==> src/rtl/bae_pkg.sv <==
// ----------------------------------------------------------------------------
// bae_pkg
// Shared types and constants for the binary arithmetic encoder.
// ----------------------------------------------------------------------------
package bae_pkg;

	// depth of the queue between range update and byte output
	localparam int QDepth = 4;
	localparam int QPtrW  = $clog2(QDepth);
	localparam int QCntW  = $clog2(QDepth + 1);

	// action codes
	localparam logic ActEncode = 1'b0;
	localparam logic ActFlush  = 1'b1;

	// input beat
	typedef struct packed {
		logic        action;
		logic        bit_req;
		logic [15:0] prob;
	} in_item_t;

	// result beat
	typedef struct packed {
		logic [7:0] out_byte;
		logic       last;
	} out_item_t;

	// queued job: bytes to send are the top (cnt + 1) bytes of word
	typedef struct packed {
		logic [31:0] word;
		logic [1:0]  cnt;
	} bae_entry_t;

endpackage

==> src/rtl/binary_arithmetic_encoder.sv <==
// ----------------------------------------------------------------------------
// binary_arithmetic_encoder
// Carry-less 32-bit binary arithmetic encoder with flush.
// ----------------------------------------------------------------------------
// an item's bytes pass the update stage registers and the job queue to the ports;
// a new item is taken only once the last leaves the update stage, as the multiply
//   then interval update path holds the range registers; bytes drain one per cycle
//   while pop is high, from a 4-deep queue; full is high while an item is in update
// reset: interval goes to [0, 0xffffffff], queue empty, no item in flight
module binary_arithmetic_encoder (
	input  logic               clk,
	input  logic               arst_n,
	input  logic               push,
	output logic               full,
	input  bae_pkg::in_item_t  cmd,
	input  logic               pop,
	output logic               empty,
	output bae_pkg::out_item_t res
);
	import bae_pkg::*;

	logic       q_full;
	logic       q_push;
	bae_entry_t q_entry;
	bae_entry_t q_head;
	logic       q_empty;
	logic       q_pop;

	// interval update
	bae_front u_front (
		.clk     (clk),
		.arst_n  (arst_n),
		.push    (push),
		.full    (full),
		.cmd     (cmd),
		.q_full  (q_full),
		.q_push  (q_push),
		.q_entry (q_entry)
	);

	// job queue
	bae_fifo u_fifo (
		.clk     (clk),
		.arst_n  (arst_n),
		.wr_en   (q_push),
		.wr_data (q_entry),
		.full    (q_full),
		.rd_en   (q_pop),
		.rd_data (q_head),
		.empty   (q_empty)
	);

	// byte output
	bae_back u_back (
		.clk        (clk),
		.arst_n     (arst_n),
		.head       (q_head),
		.head_empty (q_empty),
		.head_pop   (q_pop),
		.pop        (pop),
		.empty      (empty),
		.res        (res)
	);

endmodule

==> src/rtl/bae_front.sv <==
// ----------------------------------------------------------------------------
// bae_front
// Takes input beats, splits the coding interval, shifts out agreeing bytes
// and hands the byte jobs to the queue.
// ----------------------------------------------------------------------------
module bae_front (
	input  logic                clk,
	input  logic                arst_n,
	input  logic                push,
	output logic                full,
	input  bae_pkg::in_item_t   cmd,
	input  logic                q_full,
	output logic                q_push,
	output bae_pkg::bae_entry_t q_entry
);
	import bae_pkg::*;

	logic [31:0] low_q;
	logic [31:0] high_q;
	logic        busy_q;
	logic        flush_s1;
	logic        bit_s1;
	logic [31:0] hi_s1;
	logic [15:0] lo_s1;

	logic        accept;
	logic [31:0] range_w;
	logic [31:0] lo_prod;
	logic [31:0] mid;
	logic [31:0] new_low;
	logic [31:0] new_high;
	logic [31:0] diff;
	logic        a0, a1, a2, a3;
	logic [2:0]  n_shift;
	logic [31:0] low_next;
	logic [31:0] high_next;
	logic        need_push;
	logic        advance;

	assign full    = busy_q;
	assign accept  = push && !busy_q;

	// interval width and partial products from the current state
	assign range_w = high_q - low_q;
	assign lo_prod = {16'h0, range_w[15:0]} * {16'h0, cmd.prob};

	always_ff @(posedge clk) begin
		if (accept) begin
			flush_s1 <= (cmd.action == ActFlush);
			bit_s1   <= cmd.bit_req;
			hi_s1    <= {16'h0, range_w[31:16]} * {16'h0, cmd.prob};
			lo_s1    <= lo_prod[31:16];
		end
	end

	// split point and new interval
	always_comb begin
		mid = low_q + hi_s1 + {16'h0, lo_s1};
		new_low  = low_q;
		new_high = high_q;
		if (!flush_s1) begin
			if (bit_s1) begin
				new_high = mid;
			end else begin
				new_low = mid + 32'd1;
			end
		end
	end

	// count leading bytes on which low and high agree
	assign diff = new_low ^ new_high;
	assign a0 = (diff[31:24] == 8'h00);
	assign a1 = a0 && (diff[23:16] == 8'h00);
	assign a2 = a1 && (diff[15:8] == 8'h00);
	assign a3 = a2 && (diff[7:0] == 8'h00) && !flush_s1;

	always_comb begin
		if (a3) begin
			n_shift = 3'd4;
		end else if (a2) begin
			n_shift = 3'd3;
		end else if (a1) begin
			n_shift = 3'd2;
		end else if (a0) begin
			n_shift = 3'd1;
		end else begin
			n_shift = 3'd0;
		end
	end

	// byte shift of the interval
	always_comb begin
		case (n_shift)
			3'd0: begin
				low_next  = new_low;
				high_next = new_high;
			end
			3'd1: begin
				low_next  = {new_low[23:0], 8'h00};
				high_next = {new_high[23:0], 8'hff};
			end
			3'd2: begin
				low_next  = {new_low[15:0], 16'h0000};
				high_next = {new_high[15:0], 16'hffff};
			end
			3'd3: begin
				low_next  = {new_low[7:0], 24'h000000};
				high_next = {new_high[7:0], 24'hffffff};
			end
			default: begin
				low_next  = 32'h0000_0000;
				high_next = 32'hffff_ffff;
			end
		endcase
	end

	// job for the byte side: flush sends one byte past the agreeing ones
	always_comb begin
		q_entry.word = new_high;
		if (flush_s1) begin
			need_push    = 1'b1;
			q_entry.cnt  = n_shift[1:0];
		end else begin
			need_push    = (n_shift != 3'd0);
			q_entry.cnt  = 2'(n_shift - 3'd1);
		end
	end

	assign advance = busy_q && (!need_push || !q_full);
	assign q_push  = busy_q && need_push && !q_full;

	// interval registers and busy flag
	always_ff @(posedge clk or negedge arst_n) begin
		if (!arst_n) begin
			low_q  <= 32'h0000_0000;
			high_q <= 32'hffff_ffff;
			busy_q <= 1'b0;
		end else begin
			if (accept) begin
				busy_q <= 1'b1;
			end else if (advance) begin
				busy_q <= 1'b0;
				low_q  <= low_next;
				high_q <= high_next;
			end
		end
	end

	a_accept_busy: assert property (@(posedge clk) disable iff (!arst_n)
		accept |=> busy_q)
		else $error("accepted beat did not occupy the update stage");

	a_no_overflow: assert property (@(posedge clk) disable iff (!arst_n)
		q_push |-> !q_full)
		else $error("job pushed into a full queue");

	a_flush_pushes: assert property (@(posedge clk) disable iff (!arst_n)
		busy_q && flush_s1 && !q_full |-> q_push)
		else $error("flush retired without a byte");

	a_stall_holds: assert property (@(posedge clk) disable iff (!arst_n)
		busy_q && !advance |=> busy_q && $stable(low_q) && $stable(high_q))
		else $error("interval changed while update stalled");

endmodule

==> src/rtl/bae_fifo.sv <==
// ----------------------------------------------------------------------------
// bae_fifo
// Small job queue between the range update and the byte output.
// ----------------------------------------------------------------------------
module bae_fifo (
	input  logic                clk,
	input  logic                arst_n,
	input  logic                wr_en,
	input  bae_pkg::bae_entry_t wr_data,
	output logic                full,
	input  logic                rd_en,
	output bae_pkg::bae_entry_t rd_data,
	output logic                empty
);
	import bae_pkg::*;

	bae_entry_t       mem_q [QDepth];
	logic [QPtrW-1:0] wr_ptr_q;
	logic [QPtrW-1:0] rd_ptr_q;
	logic [QCntW-1:0] count_q;
	logic             do_wr;
	logic             do_rd;

	assign full    = (count_q == QCntW'(QDepth));
	assign empty   = (count_q == '0);
	assign do_wr   = wr_en && !full;
	assign do_rd   = rd_en && !empty;
	assign rd_data = mem_q[rd_ptr_q];

	// storage
	always_ff @(posedge clk) begin
		if (do_wr) begin
			mem_q[wr_ptr_q] <= wr_data;
		end
	end

	// pointers and fill count
	always_ff @(posedge clk or negedge arst_n) begin
		if (!arst_n) begin
			wr_ptr_q <= '0;
			rd_ptr_q <= '0;
			count_q  <= '0;
		end else begin
			if (do_wr) begin
				wr_ptr_q <= wr_ptr_q + QPtrW'(1);
			end
			if (do_rd) begin
				rd_ptr_q <= rd_ptr_q + QPtrW'(1);
			end
			if (do_wr && !do_rd) begin
				count_q <= count_q + QCntW'(1);
			end else if (do_rd && !do_wr) begin
				count_q <= count_q - QCntW'(1);
			end
		end
	end

endmodule

==> src/rtl/bae_back.sv <==
// ----------------------------------------------------------------------------
// bae_back
// Walks the head job of the queue and presents its bytes one beat at a time.
// ----------------------------------------------------------------------------
module bae_back (
	input  logic                clk,
	input  logic                arst_n,
	input  bae_pkg::bae_entry_t head,
	input  logic                head_empty,
	output logic                head_pop,
	input  logic                pop,
	output logic                empty,
	output bae_pkg::out_item_t  res
);
	import bae_pkg::*;

	logic [1:0] idx_q;
	logic       take;
	logic       at_last;

	assign empty   = head_empty;
	assign take    = pop && !head_empty;
	assign at_last = (idx_q == head.cnt);
	assign head_pop = take && at_last;

	// byte select, most significant first
	always_comb begin
		case (idx_q)
			2'd0:    res.out_byte = head.word[31:24];
			2'd1:    res.out_byte = head.word[23:16];
			2'd2:    res.out_byte = head.word[15:8];
			default: res.out_byte = head.word[7:0];
		endcase
		res.last = at_last;
	end

	// position inside the head job
	always_ff @(posedge clk or negedge arst_n) begin
		if (!arst_n) begin
			idx_q <= 2'd0;
		end else if (take) begin
			if (at_last) begin
				idx_q <= 2'd0;
			end else begin
				idx_q <= idx_q + 2'd1;
			end
		end
	end

endmodule
==> config.mk <==
export PLATFORM = sky130hd
export DESIGN_NAME = binary_arithmetic_encoder
export DESIGN_NICKNAME = d
export VERILOG_FILES = /design/src/rtl/bae_pkg.sv /design/src/rtl/binary_arithmetic_encoder.sv /design/src/rtl/bae_front.sv /design/src/rtl/bae_fifo.sv /design/src/rtl/bae_back.sv
export SDC_FILE = /design/constraint.sdc
export NUM_CORES = 2
export LEC_CHECK = 0
export BUFFER_PORTS_ARGS = -buffer_cell sky130_fd_sc_hd__buf_2
export CORE_MARGIN = 2
export CORE_UTILIZATION = 30
export DETAILED_ROUTE_END_ITERATION = 7
export SYNTH_ARGS = -nofsm -noshare
export SYNTH_HDL_FRONTEND = slang
export SYNTH_HIERARCHICAL = 1
export SYNTH_SLANG_ARGS = --single-unit
==> constraint.sdc <==
create_clock -name clk -period 10 [get_ports clk]
set_input_delay 0.5 -clock clk [delete_from_list [all_inputs] [get_ports clk]]
set_output_delay 0.5 -clock clk [all_outputs]
set_load 0.005 [all_outputs]
# Word level (Yosys, flattened, before mapping)
# Memories as Yosys holds them, arrays and structs flattened.
# Index checks and enable logic that the tools add are counted.
# classes
addsub	10
mul	2
n_eq_ne	7
mux	20
bitwise	2
n_reduce_logical	33
# op_table
op	count
case mux 32 bit (4 select lines)	2
2-to-1 mux 32 bit	4
multiplier 16 x 16 -> 32 bit	2
adder 32 x 1 -> 32 bit (second input constant)	1
adder 32 x 16 -> 32 bit	1
adder 32 bit	1
zero test 8 bit	4
subtractor 32 bit	1
XOR 32 bit	1
case mux 8 bit (3 select lines)	1
2-to-1 mux 3 bit	5
logical AND 1 bit	14
zero test 1 bit	7
adder 2 x 1 -> 2 bit (second input constant)	3
equality test 3 x 2 -> 1 bit (second input constant)	2
zero test 3 bit	2
2-to-1 mux 1 bit	6
2-to-1 mux 2 bit	2
nonzero test 2 bit	2
adder 3 x 1 -> 3 bit (second input constant)	1
equality test 3 x 1 -> 1 bit (second input constant)	1
equality test 3 bit (second input constant)	1
nonzero test 3 bit	1
subtractor 3 x 1 -> 3 bit (second input constant)	1
other kinds (8)	8
# totals
reg_bits	124
ram_bits	136
in_bits	22
out_inout_bits	11
word_cells	86
memories	1
# mem_list
name	depth	word_bits	rd	rd_ports_with_merged_regs	wr	line	rtl
u_fifo.mem_q	4	34	1	0	1	bae_fifo.sv:17	bae_entry_t mem_q [QDepth];

# Longest topological paths before layout
# depth
depth_word	21
mapped_depth	42
mapped_depth_nobuf	41

# Modules after synthesis
# The synthesis kept the hierarchy.
# modules_own_cells
mod	n_inst	cells_per_inst	area_each_um2	seq_area_each_um2
bae_front	1	3218	27721.6	3168.0
bae_fifo	1	214	5388.9	4259.1
bae_back	1	48	386.6	50.0

# Worst setup path after synthesis
# No wires, ideal clock.
# synth_path
path_kind	register -> register
start	reg u_front.high_q[1]
end	reg u_front.hi_s1[30] (data pin)
setup_ns	0.258
arrival_time_ns	9.329
required_time_ns	9.742
path_slack_ns	0.413
stages_incl_launch_ff	38
n_path_buf	1
synth_period_minus_slack_ns	9.587
path_cell_list	dfstp_2 -> ha_1 -> nor2b_1 -> o21ai_0 -> a21boi_0 -> o21ai_0 -> a21oi_1 -> a31oi_1 -> nand4b_1 -> a41oi_1 -> o221ai_1 -> a21oi_1 -> o41a_1 -> a41o_1 -> o41ai_1 -> xnor2_1 -> clkbuf_1 -> nand2_1 -> (+2 left out) -> inv_1 -> fa_1 -> fa_1 -> fa_1 -> inv_1 -> fa_1 -> inv_1 -> ha_1 -> a21o_1 -> a21o_1 -> a21oi_1 -> a31oi_1 -> a41oi_1 -> nor4b_1 -> nor3_1 -> or4_1 -> a21oi_1 -> xnor2_1
# synth_between
elab_chain_len	2
# synth_rtl
item	line	rtl
from (decl)	bae_front.sv:19	logic [31:0] high_q;
from (signal assigned)	bae_front.sv:144	high_q <= high_next;
subtractor 32 bit	bae_front.sv:44	assign range_w = high_q - low_q;
multiplier 16 x 16 -> 32 bit	bae_front.sv:51	hi_s1 <= {16'h0, range_w[31:16]} * {16'h0, cmd.prob};
to (signal assigned)	bae_front.sv:51	
to (decl)	bae_front.sv:23	logic [31:0] hi_s1;
# No other way between the ends.
# A chain may end at the register's enable or synchronous reset.

# Worst setup path after layout
# layout_path
start	reg u_front.high_q[0]
end	reg u_front.hi_s1[30] (data pin)
# The elaborated chain is that of the path after synthesis.

==> impl_metrics.yaml <==
sta:
  setup_viol: 0
  worst_pin_slew_ns: 1.27
  timing.final.hold_violations: 0
  slew_headroom_pct: 15.4
  finalCriticalPeriod_ns: 9.61
  fin_crit_sh_pct: 96.1
  max_freq_ghz: 0.104
  maxSlewViolCount: 0
  setup_ws_ns: 0.391
  finClkSkew_ns: 0.0260
setup_path:
  cp.required_ns: 10.34
  setup.worst_path.end_class: "register"
  critPathArrivalTime_ns: 9.94
  critical_path_class: "reg2reg"
  cp-start-kind: "register"
  rr_worst_depth: 40
  cpMaxStageDelayCell: "fa_1"
  cp_max_fo: 5
  max_stage_delay_ns: 0.56
logic_synthesis:
  synth-main-ff-cell: "edfxtp_1"
  netlist_top_cells_area: "fa_1, edfxtp_1, ha_1"
  synthCells: 3480
  synth_warnings: 6
  ys_types: 110
  synth_top_area_share_pct: 24.3
  netlist_area_um2: 33500
  synthArstFlopShare_pct: 28.5
  syn_nets: 4203
  ys_seq_area_share_pct: 22.3
  synth-seq-cells: 260
  synth_common_cells: "inv_1, nand2_1, fa_1"
  synth_edf_count: 186
  synth_top_area_cell: "fa_1"
  synth_most_common_cell: "inv_1"
  postSynthAreaPerCell_um2: 9.63
place:
  place_inst: 4938
  gp_congestion: 0.936
  post_dp_cell_area_um2: 35600
  hpwlAfterDp_um: 72700
  io_buffers: 32
  place_ws_ns: -0.196
drt:
  via_count: 25452
  first_pass_iters: 6
  postRouteAntennaNets: 0
  viasPerCell: 5.09
  drt_iter0_drc: 1985
  drc: 0
  wl_um: 94700
  route.detailed.wl_per_inst_um: 18.9
floorplanning:
  core-area_um2: 111000
  initial_core_util_pct: 30.3
  die_w_um: 338
  io_pins: 33
  die_h_um: 338
  die_area_um2: 114000
  rows: 122
final_layout:
  antenna_cells: 0
  layout.cells.non_filler: 4998
  drive_above_1_share_pct: 10.0
  fin_nets: 4210
  area_growth_pct: 9.82
  stdcell_area_um2: 36800
  final_util_pct: 33.2
global_route:
  grt_use_met1_pct: 23.8
  grt_overflow: 0
  antenna_found_initial: 2
  grt_pass1_wl_um: 151000
  busiest_layer: "met2"
  use_met3_pct: 2.39
  grt_use_met2_pct: 26.0
  grt.total_usage_pct: 16.5
  grt_pass1_vias: 26157
  grt_max_degree: 52
worst_hold_path:
  hold_path_class: "in2reg"
  whs_path_depth: 1
run:
  drv_cap: 0
clock_tree:
  clock-sinks: 260
  clock_latency_ns: 0.61
  cts_made_buffers: 29
  path_clk_slew_ns: 0.06
  root_buffer: "clkbuf_16"
  clockBufferDepth: 3
  htreeDepth: 1
  cts_tree: "built"
outcome:
  outcome: "complete, no violations"
## layer usage
metal  part of all wire (%)  vias up
met1                     46    12813
met4                    2.6        2
met3                    6.9      139
li1                       -    11582
met5                  0.017        -
met2                     44      916
## state kept, by name, indices dropped and copies added, names as in the netlist
register          count
u_back/idx_q          2
u_front/low_q        32
u_fifo/rd_ptr_q       2
u_front/hi_s1        32
u_front/bit_s1        1
u_front/lo_s1        16
u_fifo/count_q        3
u_front/high_q       32
u_front/flush_s1      1
u_fifo/mem_q        136
u_fifo/wr_ptr_q       2
u_front/full          1
## cells by family (layout without fill, tap and decap cells)
family                   Yosys count  after routing  share of synthesized area [%]
AND/OR/NAND/NOR                 1094           1094                           16.2
adder cells (fa/ha/maj)          701            701                           35.3
buffers and inverters            697            727                           8.34
AO/OA/AOI/OAI                    529            529                           10.9
flip-flops                       260            260                           22.3
XOR/XNOR                         145            145                           3.90
multiplexers                      54             54                           2.98
## cells in the final DEF, fill, tap and decap left out, types with 85 or more instances in the layout
cell type / netlist / layout
buf_4: 8 / 114
a21oi_1: 104 / 96
xnor2_1: 96 / 91
edfxtp_1: 186 / 186
nand2_1: 476 / 476
and2_1: 216 / 216
ha_1: 295 / 292
fa_1: 406 / 404
inv_1: 524 / 524
o21ai_0: 90 / 85
nor2_1: 133 / 132
## worst max-delay path, delay by kind of cell, from the launching register on
kind                     cells  cell delay, ns
AND/OR/NAND/NOR              8            1.69
buffers and inverters        6            0.45
XOR/XNOR                     2            0.36
AO/OA/AOI/OAI               15            2.59
adder cells (fa/ha/maj)      9            3.74
flip-flops                   1            0.51
## path summary, 6_finish.rpt
kind                                                  to                          start  slack (ns)
setup / recovery             u_front/hi_s1[30]$_DFFE_PP_  u_front/high_q[0]$_DFFE_PN1P_        0.39
hold / removal                u_front/flush_s1$_DFFE_PP_                        cmd[17]        0.13
setup reg to reg             u_front/hi_s1[30]$_DFFE_PP_  u_front/high_q[0]$_DFFE_PN1P_        0.39
hold reg to reg            u_fifo/count_q[2]$_DFFE_PN0P_  u_fifo/count_q[2]$_DFFE_PN0P_        0.48
max in group asynchronous   u_front/low_q[0]$_DFFE_PN0P_                         arst_n        8.56
min in group asynchronous  u_front/low_q[28]$_DFFE_PN0P_                         arst_n        0.44
## through the flow
stage / hold WS [ns] / setup TNS, ns
CTS: 0.120 / 0
finish: 0.130 / 0
global placement: 0.460 / -0.0795
detailed placement: 0.471 / -0.196
global route: 0.122 / -0.0948
floorplan: 0.204 / 0
## layout make-up
type                       count  area (um^2)
clock inverter                15          181
multi-input combinational   2523        23500
tap                         1488         1860
sequential                   260         7480
inverter                     524         1970
fill                       11340        73900
clock buffer                  39          773
timing repair buffer         149         1060
## timing repair
item	CTS	global route
setup buffers	0	6
endpoints found under the hold margin	20	0
endpoints found under the setup margin	1	9
hold buffers	1	0
pin swaps	0	20
gates resized for setup	4	38
Power is not shown: default switching activity piles up to over one toggle a cycle in this logic, so the estimate is an artifact.
